`src/design/jpp_pkg.sv`:
```
// package: shared constants, types and helpers of the json pretty printer
`timescale 1ns / 1ps
`default_nettype none
package jpp_pkg;

  localparam int DEPTH_W       = 5;
  localparam int SPC_W         = DEPTH_W + 1;
  localparam int MAX_DEPTH_DEF = 31;

  localparam logic [7:0] CH_LBRACE = 8'h7B;
  localparam logic [7:0] CH_LBRACK = 8'h5B;
  localparam logic [7:0] CH_RBRACE = 8'h7D;
  localparam logic [7:0] CH_RBRACK = 8'h5D;
  localparam logic [7:0] CH_COMMA  = 8'h2C;
  localparam logic [7:0] CH_SPACE  = 8'h20;
  localparam logic [7:0] CH_NL     = 8'h0A;
  localparam logic [7:0] CH_QUOTE  = 8'h22;
  localparam logic [7:0] CH_BSLASH = 8'h5C;
  localparam logic [7:0] CH_TAB    = 8'h09;
  localparam logic [7:0] CH_CR     = 8'h0D;

  typedef enum logic [2:0] {
    S_IDLE,
    S_LEAD,
    S_NL,
    S_SPACE,
    S_TAIL
  } ctrl_state_e;

  typedef enum logic [1:0] {
    SEL_BYTE,
    SEL_NL,
    SEL_SPACE
  } out_sel_e;

  typedef struct packed {
    logic lead;
    logic brk;
    logic tail;
  } plan_t;

  typedef struct packed {
    logic     accept;
    logic     load;
    out_sel_e sel;
    logic     last;
    logic     dec;
  } cmd_t;

  typedef struct packed {
    plan_t in_plan;
    plan_t plan;
    logic  spc_zero;
    logic  spc_one;
    logic  out_free;
  } status_t;

  function automatic logic is_blank(input logic [7:0] b);
    return (b == CH_SPACE) || ((b >= CH_TAB) && (b <= CH_CR));
  endfunction

endpackage
`default_nettype wire

```
`src/design/jpp_stream_if.sv`:
```
// interfaces: input and output request channels of the json pretty printer
`timescale 1ns / 1ps
`default_nettype none
interface jpp_in_if;
  logic       valid;
  logic       ready;
  logic [7:0] text_byte;
  logic       starts_message;

  modport source (output valid, output text_byte, output starts_message, input ready);
  modport sink (input valid, input text_byte, input starts_message, output ready);
endinterface

interface jpp_out_if;
  logic       valid;
  logic       ready;
  logic [7:0] out_byte;
  logic       last_of_run;

  modport source (output valid, output out_byte, output last_of_run, input ready);
  modport sink (input valid, input out_byte, input last_of_run, output ready);
endinterface
`default_nettype wire

```
`src/design/jpp_ctrl.sv`:
```
// controller: state machine that sequences the result bytes of one request
`timescale 1ns / 1ps
`default_nettype none
module jpp_ctrl
  import jpp_pkg::*;
(
  input  wire logic    clk_i,
  input  wire logic    rst_ni,
  input  wire logic    in_valid_i,
  output logic         in_ready_o,
  input  wire status_t status_i,
  output cmd_t         cmd_o
);

  ctrl_state_e state_q, state_d;

  always_ff @(posedge clk_i or negedge rst_ni) begin
    if (!rst_ni) begin
      state_q <= S_IDLE;
    end else begin
      state_q <= state_d;
    end
  end

  // next state
  always_comb begin
    state_d = state_q;
    case (state_q)
      S_IDLE: begin
        if (in_valid_i) begin
          if (status_i.in_plan.lead) begin
            state_d = S_LEAD;
          end else if (status_i.in_plan.brk) begin
            state_d = S_NL;
          end
        end
      end
      S_LEAD: begin
        if (status_i.out_free) begin
          state_d = status_i.plan.brk ? S_NL : S_IDLE;
        end
      end
      S_NL: begin
        if (status_i.out_free) begin
          if (!status_i.spc_zero) begin
            state_d = S_SPACE;
          end else begin
            state_d = status_i.plan.tail ? S_TAIL : S_IDLE;
          end
        end
      end
      S_SPACE: begin
        if (status_i.out_free && status_i.spc_one) begin
          state_d = status_i.plan.tail ? S_TAIL : S_IDLE;
        end
      end
      S_TAIL: begin
        if (status_i.out_free) begin
          state_d = S_IDLE;
        end
      end
      default: state_d = S_IDLE;
    endcase
  end

  // outputs
  always_comb begin
    in_ready_o    = (state_q == S_IDLE);
    cmd_o.accept  = in_valid_i && (state_q == S_IDLE);
    cmd_o.load    = 1'b0;
    cmd_o.sel     = SEL_BYTE;
    cmd_o.last    = 1'b0;
    cmd_o.dec     = 1'b0;
    case (state_q)
      S_IDLE: begin
        cmd_o.load = 1'b0;
      end
      S_LEAD: begin
        cmd_o.load = status_i.out_free;
        cmd_o.last = !status_i.plan.brk;
      end
      S_NL: begin
        cmd_o.load = status_i.out_free;
        cmd_o.sel  = SEL_NL;
        cmd_o.last = status_i.spc_zero && !status_i.plan.tail;
      end
      S_SPACE: begin
        cmd_o.load = status_i.out_free;
        cmd_o.sel  = SEL_SPACE;
        cmd_o.dec  = status_i.out_free;
        cmd_o.last = status_i.spc_one && !status_i.plan.tail;
      end
      S_TAIL: begin
        cmd_o.load = status_i.out_free;
        cmd_o.last = 1'b1;
      end
      default: cmd_o.load = 1'b0;
    endcase
  end

  a_space_nonzero: assert property (@(posedge clk_i) disable iff (!rst_ni)
    (state_q == S_SPACE) |-> !status_i.spc_zero)
    else $error("space run entered with empty count");

  a_last_to_idle: assert property (@(posedge clk_i) disable iff (!rst_ni)
    (cmd_o.load && cmd_o.last) |=> (state_q == S_IDLE))
    else $error("last byte loaded but controller not idle");

  a_tail_planned: assert property (@(posedge clk_i) disable iff (!rst_ni)
    (state_q == S_TAIL) |-> status_i.plan.tail)
    else $error("trailing bracket without plan");

endmodule
`default_nettype wire

```
`src/design/jpp_dp.sv`:
```
// datapath: parse state, request decode, space counter and output register
`timescale 1ns / 1ps
`default_nettype none
module jpp_dp
  import jpp_pkg::*;
#(
  parameter int MAX_DEPTH = MAX_DEPTH_DEF
) (
  input  wire logic       clk_i,
  input  wire logic       rst_ni,
  input  wire cmd_t       cmd_i,
  output status_t         status_o,
  input  wire logic [7:0] text_byte_i,
  input  wire logic       starts_message_i,
  input  wire logic       out_ready_i,
  output logic            out_valid_o,
  output logic [7:0]      out_byte_o,
  output logic            out_last_o
);

  localparam logic [DEPTH_W-1:0] MaxD = DEPTH_W'(MAX_DEPTH);

  logic [DEPTH_W-1:0] depth_q, depth_d;
  logic               instr_q, instr_d;
  logic               bslash_q, bslash_d;
  logic               lstart_q, lstart_d;
  logic [7:0]         byte_q;
  plan_t              plan_q, plan_d;
  logic [SPC_W-1:0]   spc_q, spc_d;
  logic               out_valid_q, out_valid_d;
  logic [7:0]         out_byte_q, out_byte_d;
  logic               out_last_q;

  logic [DEPTH_W-1:0] cur_depth;
  logic               cur_instr, cur_bslash, cur_lstart;
  logic               is_open, is_close, is_comma, is_other, blank;

  // decode against state as seen by this request
  always_comb begin
    cur_depth  = starts_message_i ? '0 : depth_q;
    cur_instr  = starts_message_i ? 1'b0 : instr_q;
    cur_bslash = starts_message_i ? 1'b0 : bslash_q;
    cur_lstart = starts_message_i ? 1'b1 : lstart_q;

    is_open  = (text_byte_i == CH_LBRACE) || (text_byte_i == CH_LBRACK);
    is_close = (text_byte_i == CH_RBRACE) || (text_byte_i == CH_RBRACK);
    is_comma = (text_byte_i == CH_COMMA);
    is_other = !is_open && !is_close && !is_comma;
    blank    = is_blank(text_byte_i);

    plan_d.lead = is_open || is_comma || (is_close && cur_instr) ||
                  (is_other && (!cur_lstart || !blank));
    plan_d.brk  = !cur_instr && !is_other;
    plan_d.tail = !cur_instr && is_close;

    depth_d = cur_depth;
    if (!cur_instr && is_open && (cur_depth < MaxD)) begin
      depth_d = cur_depth + DEPTH_W'(1);
    end else if (!cur_instr && is_close && (cur_depth != '0)) begin
      depth_d = cur_depth - DEPTH_W'(1);
    end

    lstart_d = cur_lstart;
    if (plan_d.brk) begin
      lstart_d = 1'b1;
    end else if (is_other && cur_lstart && !blank) begin
      lstart_d = 1'b0;
    end

    instr_d  = cur_instr;
    bslash_d = 1'b0;
    if (text_byte_i == CH_BSLASH) begin
      bslash_d = !cur_bslash;
    end else if ((text_byte_i == CH_QUOTE) && !cur_bslash) begin
      instr_d = !cur_instr;
    end
  end

  always_ff @(posedge clk_i or negedge rst_ni) begin
    if (!rst_ni) begin
      depth_q  <= '0;
      instr_q  <= 1'b0;
      bslash_q <= 1'b0;
      lstart_q <= 1'b1;
      plan_q   <= '0;
    end else if (cmd_i.accept) begin
      depth_q  <= depth_d;
      instr_q  <= instr_d;
      bslash_q <= bslash_d;
      lstart_q <= lstart_d;
      plan_q   <= plan_d;
    end
  end

  // space counter
  always_comb begin
    spc_d = spc_q;
    if (cmd_i.accept) begin
      spc_d = {depth_d, 1'b0};
    end else if (cmd_i.dec) begin
      spc_d = spc_q - SPC_W'(1);
    end
  end

  always_ff @(posedge clk_i or negedge rst_ni) begin
    if (!rst_ni) begin
      spc_q <= '0;
    end else begin
      spc_q <= spc_d;
    end
  end

  always_ff @(posedge clk_i) begin
    if (cmd_i.accept) begin
      byte_q <= text_byte_i;
    end
  end

  // output register
  always_comb begin
    case (cmd_i.sel)
      SEL_BYTE:  out_byte_d = byte_q;
      SEL_NL:    out_byte_d = CH_NL;
      SEL_SPACE: out_byte_d = CH_SPACE;
      default:   out_byte_d = byte_q;
    endcase
    out_valid_d = cmd_i.load ? 1'b1 : (out_ready_i ? 1'b0 : out_valid_q);
  end

  always_ff @(posedge clk_i or negedge rst_ni) begin
    if (!rst_ni) begin
      out_valid_q <= 1'b0;
    end else begin
      out_valid_q <= out_valid_d;
    end
  end

  always_ff @(posedge clk_i) begin
    if (cmd_i.load) begin
      out_byte_q <= out_byte_d;
      out_last_q <= cmd_i.last;
    end
  end

  assign out_valid_o = out_valid_q;
  assign out_byte_o  = out_byte_q;
  assign out_last_o  = out_last_q;

  always_comb begin
    status_o.in_plan  = plan_d;
    status_o.plan     = plan_q;
    status_o.spc_zero = (spc_q == '0);
    status_o.spc_one  = (spc_q == SPC_W'(1));
    status_o.out_free = !out_valid_q || out_ready_i;
  end

  a_depth_bound: assert property (@(posedge clk_i) disable iff (!rst_ni)
    depth_q <= MaxD)
    else $error("nesting depth beyond limit");

  a_spc_even: assert property (@(posedge clk_i) disable iff (!rst_ni)
    cmd_i.accept |=> (spc_q[0] == 1'b0))
    else $error("indent run length not even");

  a_out_hold: assert property (@(posedge clk_i) disable iff (!rst_ni)
    (out_valid_q && !out_ready_i) |=>
      (out_valid_q && $stable(out_byte_q) && $stable(out_last_q)))
    else $error("stalled output request changed");

endmodule
`default_nettype wire

```
`src/design/json_pretty_print_stream.sv`:
```
// The request byte and its plan are registered on acceptance, then each result
// byte passes the single output register. Throughput: one result byte per cycle
// while output is not stalled; input waits while result bytes load, a dropped
// blank loads none, and the next request may enter while the last byte waits.
// Reset: asynchronous active low; depth 0, string and escape flags clear,
// line start set, output empty. No clearing pass.
`timescale 1ns / 1ps
`default_nettype none
module json_pretty_print_stream
  import jpp_pkg::*;
#(
  parameter int MAX_DEPTH = MAX_DEPTH_DEF
) (
  input  wire logic  clk_i,
  input  wire logic  rst_ni,
  jpp_in_if.sink     in_i,
  jpp_out_if.source  out_o
);

  cmd_t    cmd;
  status_t status;
  logic    in_ready;

  jpp_ctrl u_ctrl (
    .clk_i      (clk_i),
    .rst_ni     (rst_ni),
    .in_valid_i (in_i.valid),
    .in_ready_o (in_ready),
    .status_i   (status),
    .cmd_o      (cmd)
  );

  jpp_dp #(
    .MAX_DEPTH (MAX_DEPTH)
  ) u_dp (
    .clk_i            (clk_i),
    .rst_ni           (rst_ni),
    .cmd_i            (cmd),
    .status_o         (status),
    .text_byte_i      (in_i.text_byte),
    .starts_message_i (in_i.starts_message),
    .out_ready_i      (out_o.ready),
    .out_valid_o      (out_o.valid),
    .out_byte_o       (out_o.out_byte),
    .out_last_o       (out_o.last_of_run)
  );

  assign in_i.ready = in_ready;

endmodule
`default_nettype wire
```
`src/flat_wrapper.sv`:
```
// flat-port wrapper written by rule: the top's interface ports become plain ports
module json_pretty_print_stream_flat import jpp_pkg::*;
#(
  parameter int MAX_DEPTH = MAX_DEPTH_DEF
)
  (clk_i, rst_ni, in_i_valid, in_i_text_byte, in_i_starts_message, in_i_ready, out_o_valid, out_o_out_byte, out_o_last_of_run, out_o_ready);
  jpp_in_if in_i_i ();
  jpp_out_if out_o_i ();
  input  wire logic clk_i;
  input  wire logic rst_ni;
  input wire logic [$bits(in_i_i.valid)-1:0] in_i_valid;
  input wire logic [$bits(in_i_i.text_byte)-1:0] in_i_text_byte;
  input wire logic [$bits(in_i_i.starts_message)-1:0] in_i_starts_message;
  output wire logic [$bits(in_i_i.ready)-1:0] in_i_ready;
  output wire logic [$bits(out_o_i.valid)-1:0] out_o_valid;
  output wire logic [$bits(out_o_i.out_byte)-1:0] out_o_out_byte;
  output wire logic [$bits(out_o_i.last_of_run)-1:0] out_o_last_of_run;
  input wire logic [$bits(out_o_i.ready)-1:0] out_o_ready;
  assign in_i_i.valid = in_i_valid;
  assign in_i_i.text_byte = in_i_text_byte;
  assign in_i_i.starts_message = in_i_starts_message;
  assign in_i_ready = in_i_i.ready;
  assign out_o_valid = out_o_i.valid;
  assign out_o_out_byte = out_o_i.out_byte;
  assign out_o_last_of_run = out_o_i.last_of_run;
  assign out_o_i.ready = out_o_ready;
  json_pretty_print_stream #(.MAX_DEPTH(MAX_DEPTH)) u_core (.clk_i(clk_i), .rst_ni(rst_ni), .in_i(in_i_i), .out_o(out_o_i));
endmodule
```
`config.mk`:
```
export PLATFORM = sky130hd
export DESIGN_NAME = json_pretty_print_stream_flat
export DESIGN_NICKNAME = d
export VERILOG_FILES = /design/src/design/jpp_pkg.sv /design/src/design/jpp_stream_if.sv /design/src/design/jpp_ctrl.sv /design/src/design/jpp_dp.sv /design/src/design/json_pretty_print_stream.sv /design/src/flat_wrapper.sv
export SDC_FILE = /design/constraint.sdc
export NUM_CORES = 1
export LEC_CHECK = 0
export BUFFER_PORTS_ARGS = -buffer_cell sky130_fd_sc_hd__buf_2
export CAP_MARGIN = 20
export CORE_MARGIN = 2
export CORE_UTILIZATION = 36
export CTS_BUF_LIST = sky130_fd_sc_hd__clkbuf_8
export DETAILED_ROUTE_END_ITERATION = 8
export HOLD_SLACK_MARGIN = 0.06
export SYNTH_ARGS = -nofsm -noshare
export SYNTH_HDL_FRONTEND = slang
export SYNTH_SLANG_ARGS = --single-unit
```
`constraint.sdc`:
```
create_clock -name clk_i -period 5.41 [get_ports clk_i]
set_clock_uncertainty 0.1 [all_clocks]
set_input_delay 0.8115 -clock clk_i [delete_from_list [all_inputs] [get_ports clk_i]]
set_output_delay 0.8115 -clock clk_i [all_outputs]
set_load 0.05 [all_outputs]
```
==> reports/qor.csv, run 1 <==
stage;metric;value;unit
outcome;status;complete, no violations;
finish;area_growth;13.1;%
grt;antenna_found_initial;0;
routing;wl_per_cell;13.7;µm
worst_setup_path;endpoint_kind;output port;
power_and_ir_drop;p_leak;0.00100;µW
worst_setup_path;crit_path_start;u_core.u_ctrl.state_q[2]$_DFFE_PN0P_;
clocking;cts_resized;0;
die;initial_utilization;0.369;
clocking;htreeDepth;2;
worst_setup_path;cp_max_fo;11;
sta;setup_viol;0;
die;pin_count;24;
sta;finalCritPeriodShare;0.480;
finish;diodes;0;
clocking;clk_pin_slew_worst_paths;0.08;ns
power_and_ir_drop;sw_frac_of_total;0.416;
grt;grt_usage;0.146;
clocking;post-cts-setup-buffers;0;
finish;register_area;1010;µm²
power_and_ir_drop;peakVddDrop;0.000276;V
finish;layout.cells.non_filler;315;
finish;num-fill-cells;596;
routing;drtIter0Drc;78;
worst_setup_path;r2r_setup_slack;2.83;ns
synthesis;synth_cell_types;53;
finish;fin_nets;260;
sta;relSlewSlack;0.486;
sta;min_period;2.60;ns
grt;grt_max_degree;26;
die;num_rows;28;
power_and_ir_drop;p_clk_frac;0.214;
die;die_h;81.7;µm
synthesis;synth_ff_type;dfrtp_1;
worst_setup_path;worstPathArrival;1.69;ns
worst_setup_path;r2r-end;u_core.u_dp.status_o[4]$_DFFE_PN0P_;
power_and_ir_drop;p_comb_frac;0.394;
run;max-cap-violations;0;
power_and_ir_drop;power_density;461;nW/µm²
worst_setup_path;r2r_start;u_core.u_ctrl.state_q[2]$_DFFE_PN0P_;
die;coreArea;5890;µm²
worst_setup_path;crit_type;reg2out;
sta;rsz0062_at_grt;false;
grt;grt_first_pass_wirelength;7.47;mm
routing;drt-pass1-iter-count;4;
clocking;clockBufferDepth;2;
worst_setup_path;worstPathRequired;4.50;ns
finish;drive_gt1_frac;0.208;
finish;multi_input_area;1080;µm²
synthesis;ys_seq_area_frac;0.466;
synthesis;synth_edf_count;17;
clocking;insertion_delay;0.29;ns
placed_design;place_congestion;0.880;
placed_design;dp_hpwl;3.18;mm
sta;finalHoldViolCount;0;
clocking;cts_hold_buf;0;
sta;worst-slew-pin-transition;0.766;ns
grt;grt-ovfl-total;0;
synthesis;synth_area_per_cell;10.1;µm²
die;dieArea;6670;µm²
clocking;root_buffer;clkbuf_8;
die;die_w;81.7;µm
routing;ant_nets;0;
synthesis;async_flop_share;0.541;
sta;drv_slew;0;
worst_setup_path;setup.worst_path.start_class;flip-flop;
power_and_ir_drop;p_int;661;µW
routing;routed_wl;4.33;mm
placed_design;placed_cells;307;
worst_setup_path;reg2reg_depth;4;
clocking;clock_sinks;37;
clocking;numCtsBuffers;5;
synthesis;synthesis.area;2170;µm²
synthesis;ys_ff_latch;37;
synthesis;syn-num-nets;236;
power_and_ir_drop;seq_power_share;0.392;
sta;fmax;385;MHz
min_path;hp-class;in2async;
power_and_ir_drop;power.switching;472;µW
routing;drc;0;
routing;vias;1663;
sta;setup_tns;0;ns
synthesis;synth_warnings;0;
placed_design;portBuffers;23;
synthesis;netlist_instances;215;
routing;via_per_inst;5.28;
clocking;cts_tree;built;
grt;grt_pass1_vias;1591;
[cells in the mapped netlist (all sizes together) (2+ instances only)]
library cell,number,share of area
mux2,5,0.028
a21oi,13,0.030
xor2,5,0.020
nand3b,2,0.0069
clkbuf,2,0.0035
nand2b,5,0.014
o211ai,2,0.0092
nand3,6,0.014
edfxtp,17,0.24
o22a,2,0.0081
buf,4,0.014
dfrtp,19,0.22
mux2i,2,0.0092
nor2,20,0.035
o21ai,14,0.037
a21o,3,0.010
a31oi,2,0.0058
nor2b,10,0.029
ha,8,0.046
inv,11,0.019
and3,2,0.0063
nor4,6,0.034
xnor2,3,0.012
nor3,7,0.016
nand2,25,0.043
[flip-flops by register name (all words and copies together), names as in the netlist, 2 cells and up]
| signal | count |
|---|---|
| u_core.u_ctrl.state_q | 3 |
| u_core.u_dp.out_byte_o | 8 |
| u_core.u_dp.byte_q | 8 |
| u_core.u_dp.depth_q | 5 |
| u_core.u_dp.spc_q | 6 |
| u_core.u_dp.status_o | 2 |
[critical path: stages, from the launching register on]
cell	delay, ns
dfrtp_1	0.50
nor3_1	0.53
buf_2	0.37
[cell families (layout without fill, tap and decap cells)]
| logic type | Yosys count | count (layout) | share of synthesized area |
|---|---|---|---|
| adders and majority gates | 8 | 8 | 0.0461 |
| buffers and inverters | 18 | 43 | 0.0386 |
| muxes | 7 | 7 | 0.0369 |
| AOI/OAI and AO/OA | 49 | 49 | 0.162 |
| and+or+nand+nor | 88 | 88 | 0.218 |
| xor gates and xnor gates | 8 | 8 | 0.0323 |
| DFF | 37 | 37 | 0.466 |
[cell usage in the layout (no fill, tap or decap), drive strengths merged, types with 6 or more instances in the layout]
cell type | synthesis | final
nand2 | 25 | 25
buf | 4 | 23
nor2 | 20 | 20
dfrtp | 19 | 19
edfxtp | 17 | 17
o21ai | 14 | 14
a21oi | 13 | 13
inv | 11 | 11
nor2b | 10 | 10
ha | 8 | 8
nor3 | 7 | 7
nand3 | 6 | 6
nor4 | 6 | 6
[power groups by stage]
stage	combinational (µW)	clock [µW]	sequential (µW)
after CTS	450	252	445
after detailed placement	449	0	451
after floorplan	260	0	544
after global routing	493	262	458
after global placement	443	0	449
final	446	242	445
[worst max path at each step]
stage | endpoint | slack [ns] | cells after the start
finish | in_i_ready | 2.81 | 2
global route | u_core.u_dp.spc_q[1]$_DFFE_PN0P_ | 2.53 | 5
CTS | u_core.u_dp.status_o[4]$_DFFE_PN0P_ | 2.80 | 4
detailed placement | u_core.u_dp.depth_q[2]$_DFFE_PN0P_ | 2.56 | 7
global placement | u_core.u_dp.depth_q[2]$_DFFE_PN0P_ | 2.61 | 7
floorplan | u_core.u_dp.byte_q[0]$_DFFE_PP_ | 2.55 | 5
[per-stage QoR]
stage / util / area [µm²] / total power [µW] / setup slack, ns / hold slack (ns)
after global routing: 0.418 / 2460 / 1210 / 2.53 / 0.402
after global placement: 0.398 / 2340 / 892 / 2.61 / 0.412
after CTS: 0.418 / 2460 / 1150 / 2.80 / 0.389
after floorplan: - / 2170 / 804 / 2.55 / 0.370
after detailed placement: 0.398 / 2340 / 900 / 2.56 / 0.418
final: 0.418 / 2460 / 1130 / 2.81 / 0.370
[area by class of cell]
| class | instances | share of cell area |
|---|---|---|
| Timing Repair Buffer | 23 | 0.0468 |
| Multi-Input combinational cell | 160 | 0.438 |
| Sequential cell | 37 | 0.412 |
| Inverter | 12 | 0.0183 |
| Clock buffer | 5 | 0.0280 |
| Tap cell | 75 | 0.0382 |
| Clock inverter | 3 | 0.0188 |
[metal layers]
layer  share of wire  up-vias  track usage
met5               0        -            0
met4           0.023        0       0.0767
met3           0.067        9       0.0286
met2            0.44       62        0.217
met1            0.47      773        0.200
li1                -      819            -
Note: power is estimated with default switching activity, not from simulation.
==> inputs of run 2 (changes only) <==
Clock period 5.41 ns to 2.3 ns, I/O delays scaled along.
==> reports/qor.csv, run 2 (synthesis gave the netlist of run 1 again) <==
stage;metric;value;unit
outcome;status;complete, no violations;
sta;finalHoldViolCount;0;
die;coreArea;5890;µm²
worst_setup_path;worstPathRequired;2.42;ns
clocking;clk_pin_slew_worst_paths;0.08;ns
clocking;cts_tree;built;
finish;final_util;0.433;
grt;grt_first_pass_wirelength;7.45;mm
grt;grt_usage;0.148;
placed_design;portBuffers;23;
sta;fmax;491;MHz
finish;final_common_cell;nand2_1;
finish;final_cell_mix;25 x nand2_1, 23 x buf_2, 20 x nor2_1;
clocking;root_buffer;clkbuf_8;
finish;area_growth;17.4;%
routing;wl_per_cell;13.6;µm
finish;drive_gt1_frac;0.253;
finish;fin_nets;273;
die;die_h;81.7;µm
clocking;htreeDepth;2;
die;die_w;81.7;µm
sta;min_period;2.04;ns
worst_setup_path;cp_max_fo;7;
routing;vias;1622;
grt;grt_pass1_vias;1540;
placed_design;postPlaceCellArea;2440;µm²
finish;multi_input_area;1090;µm²
clocking;clock_sinks;37;
grt;antenna_found_initial;0;
routing;via_per_inst;4.95;
clocking;insertion_delay;0.30;ns
grt;groute.layer.met3.usage;0.0286;
grt;grt_use_met1;0.207;
routing;drtIter0Drc;108;
sta;worst-slew-pin-transition;0.510;ns
run;max-cap-violations;0;
die;dieArea;6670;µm²
routing;routed_wl;4.45;mm
power_and_ir_drop;power_density;1040;nW/µm²
clocking;clockBufferDepth;2;
grt;met2_usage;0.221;
sta;relSlewSlack;0.655;
sta;rsz0062_at_grt;false;
sta;whs;0.183;ns
worst_setup_path;endpoint_kind;flip-flop;
placed_design;place_congestion;0.867;
die;pin_count;24;
grt;grt-ovfl-total;0;
sta;setup_tns;0;ns
sta;setup_viol;0;
worst_setup_path;crit_type;reg2reg;
clocking;numCtsBuffers;5;
min_path;hp-class;in2reg;
power_and_ir_drop;power;2660;µW
grt;busiest_layer;met2;
clocking;post-cts-setup-buffers;0;
placed_design;dp_hpwl;3.37;mm
routing;drc;0;
routing;drt-pass1-iter-count;4;
sta;drv_slew;0;
worst_setup_path;worstPathArrival;2.16;ns
finish;diodes;0;
die;initial_utilization;0.369;
grt;grt_max_degree;21;
routing;ant_nets;0;
power_and_ir_drop;peakVddDrop;0.000566;V
finish;register_area;1010;µm²
finish;num-fill-cells;585;
die;num_rows;28;
finish;finalInstanceArea;2550;µm²
worst_setup_path;setup.worst_path.start_class;flip-flop;
power_and_ir_drop;p_leak;0.00106;µW
sta;finalCritPeriodShare;0.886;
[run 2: final timing paths]
kind	cells after the start	from	slack, ns	to
max	6	u_core.u_dp.instr_q$_DFFE_PN0P_	0.26	u_core.u_dp.depth_q[4]$_DFFE_PN0P_
min	1	in_i_text_byte[4]	0.18	u_core.u_dp.byte_q[4]$_DFFE_PP_
max reg2reg	6	u_core.u_dp.instr_q$_DFFE_PN0P_	0.26	u_core.u_dp.depth_q[4]$_DFFE_PN0P_
min reg2reg	2	u_core.u_dp.lstart_q$_DFFE_PN1P_	0.44	u_core.u_dp.lstart_q$_DFFE_PN1P_
max in group asynchronous	2	rst_ni	1.32	u_core.u_dp.lstart_q$_DFFE_PN1P_
min in group asynchronous	2	rst_ni	0.43	u_core.u_dp.out_valid_o$_DFFE_PN0P_
[run 2: power breakdown]
part / internal, µW / switching, µW / total, µW
clock: 215 / 256 / 471
sequential: 922 / 121 / 1040
combinational: 375 / 769 / 1140
[run 2: worst max-delay path, cell delays in order, from the launching register on]
cell and delay, ns:
dfrtp_1 0.41, and2b_1 0.21, nor4_2 0.30, o21ai_2 0.18, o31ai_4 0.27, mux2_2 0.36, a21oi_1 0.13
[run 2: layer usage]
layer,routed length [µm],part of all wire
met3,132,0.030
met1,2220,0.50
met4,88,0.020
met2,2010,0.45
met5,0,0
[run 2: through the flow]
stage               std cells  setup WS (ns)
finish                    328          0.262
CTS                       328          0.205
global placement          319          0.113
floorplan                 215          0.226
detailed placement        319         0.0691
global route              328          0.140
[run 2: area by class of cell]
class,instances,area share
Clock buffer,5,0.0270
Clock inverter,3,0.00834
Inverter,12,0.0177
Multi-Input combinational cell,160,0.429
Sequential cell,37,0.397
Tap cell,75,0.0368
Timing Repair Buffer,36,0.0844
[run 2: repair_timing]
action / CTS / global route
endpoints found under the setup margin: 0 / 1
gates resized for setup: 0 / 1
hold buffers: 1 / 0
hold endpoints to repair: 19 / 0
==> inputs of run 3 (changes only) <==
Settings changed: REMOVE_ABC_BUFFERS set to 1.
==> reports/qor.csv, run 3 (synthesis gave the netlist of run 1 again) <==
stage;metric;value;unit
sta;finalCritPeriodShare;0.889;
power_and_ir_drop;power_density;1040;nW/µm²
finish;drive_gt1_frac;0.248;
clocking;cts_tree;built;
die;pin_count;24;
power_and_ir_drop;sw_frac_of_total;0.423;
sta;relSlewSlack;0.683;
worst_setup_path;worstPathRequired;2.41;ns
worst_setup_path;worstPathArrival;2.16;ns
power_and_ir_drop;power.switching;1110;µW
clocking;htreeDepth;2;
sta;drv_slew;0;
worst_setup_path;setup.worst_path.start_class;flip-flop;
grt;antenna_found_initial;0;
die;die_h;81.7;µm
run;max-cap-violations;0;
grt;grt_usage;0.142;
grt;grt_pass1_vias;1527;
clocking;clockBufferDepth;2;
finish;layout.cells.non_filler;329;
sta;min_period;2.05;ns
die;initial_utilization;0.369;
placed_design;postPlaceCellArea;2440;µm²
finish;final_common_cell;nand2_1;
power_and_ir_drop;p_clk_frac;0.169;
routing;via_per_inst;5.08;
clocking;root_buffer;clkbuf_8;
sta;fmax;489;MHz
clocking;clk_pin_slew_worst_paths;0.07;ns
placed_design;place_congestion;0.892;
die;dieArea;6670;µm²
clocking;cts_resized;0;
clocking;clock_sinks;37;
finish;finalInstanceArea;2540;µm²
routing;drt-pass1-iter-count;4;
clocking;insertion_delay;0.28;ns
outcome;status;complete, no violations;
worst_setup_path;crit_type;reg2reg;
sta;setup_viol;0;
power_and_ir_drop;p_int;1510;µW
placed_design;placed_cells;320;
power_and_ir_drop;p_comb_frac;0.434;
clocking;post-cts-setup-buffers;0;
die;die_w;81.7;µm
finish;diodes;0;
power_and_ir_drop;p_leak;0.00106;µW
min_path;hp-class;in2reg;
routing;drc;0;
power_and_ir_drop;seq_power_share;0.397;
routing;ant_nets;0;
sta;setup_tns;0;ns
placed_design;dp_hpwl;3.24;mm
routing;drtIter0Drc;68;
placed_design;portBuffers;23;
clocking;numCtsBuffers;5;
finish;fin_nets;274;
worst_setup_path;endpoint_kind;flip-flop;
sta;finalHoldViolCount;0;
routing;wl_per_cell;13.2;µm
grt;grt-ovfl-total;0;
grt;grt_first_pass_wirelength;7.23;mm
routing;routed_wl;4.33;mm
grt;grt_max_degree;21;
power_and_ir_drop;peakVddDrop;0.000648;V
sta;worst-slew-pin-transition;0.475;ns
routing;vias;1671;
finish;area_growth;16.8;%
finish;final_cell_mix;25 x nand2_1, 23 x buf_2, 20 x nor2_1;
die;coreArea;5890;µm²
worst_setup_path;cp_max_fo;7;
die;num_rows;28;
sta;rsz0062_at_grt;false;
## run 3: cell types whose count changed in the layout (fill, tap and decap cells not counted), sizes merged
cell    previous run  this run
clkinv             2         3
inv               12        11
buf               35        36
## run 3: area by class of cell
cell class,instances,area (µm²)
clock inverter,3,17.5
tap,75,93.8
fill,577,3350
sequential,37,1010
multi-input combinational,160,1080
timing repair buffer,37,223
clock buffer,5,68.8
inverter,12,45.0
## run 3: power groups by stage
stage          Clock (µW)  Combinational, µW  Sequential [µW]
2_1_floorplan           0                552             1300
6_report              444               1140             1040
3_5_place_dp            0               1140             1060
4_1_cts               462               1150             1040
5_1_grt               505               1250             1070
3_3_place_gp            0               1140             1050
## run 3: worst max-delay path: stages, from the launching register on
cell	delay, ns
dfrtp_1	0.41
and2b_1	0.21
nor4_2	0.31
o21ai_2	0.19
o2bb2ai_2	0.26
mux2_2	0.36
a21oi_1	0.14
## run 3: path summary, 6_finish.rpt
kind / startpoint / to / slack, ns / cells after the start
max in group asynchronous: rst_ni / u_core.u_dp.lstart_q$_DFFE_PN1P_ / 1.29 / 2
max reg2reg: u_core.u_dp.instr_q$_DFFE_PN0P_ / u_core.u_dp.depth_q[2]$_DFFE_PN0P_ / 0.25 / 6
min in group asynchronous: rst_ni / u_core.u_dp.out_valid_o$_DFFE_PN0P_ / 0.45 / 2
min: in_i_text_byte[5] / u_core.u_dp.byte_q[5]$_DFFE_PP_ / 0.20 / 1
min reg2reg: u_core.u_dp.lstart_q$_DFFE_PN1P_ / u_core.u_dp.lstart_q$_DFFE_PN1P_ / 0.42 / 2
max: u_core.u_dp.instr_q$_DFFE_PN0P_ / u_core.u_dp.depth_q[2]$_DFFE_PN0P_ / 0.25 / 6
## run 3: per-layer routing
layer  track usage  wire (µm)
met1         0.188       2000
met3        0.0297        205
met2         0.232       2080
met5             0          0
met4        0.0483         46
## run 3: timing repair
| item | CTS | global route |
|---|---|---|
| setup endpoints to repair | 0 | 0 |
| hold buffers | 1 | 0 |
| endpoints found under the hold margin | 19 | 0 |
## run 3: per-stage QoR
stage               total power (µW)  setup slack (ns)   util  hold WS [ns]
global route                    2820             0.112  0.431         0.177
floorplan                       1850            -0.978      -       -0.0506
CTS                             2650             0.237  0.431         0.186
detailed placement              2200            0.0689  0.415         0.236
finish                          2630             0.255  0.431         0.198
global placement                2190             0.118  0.415         0.236
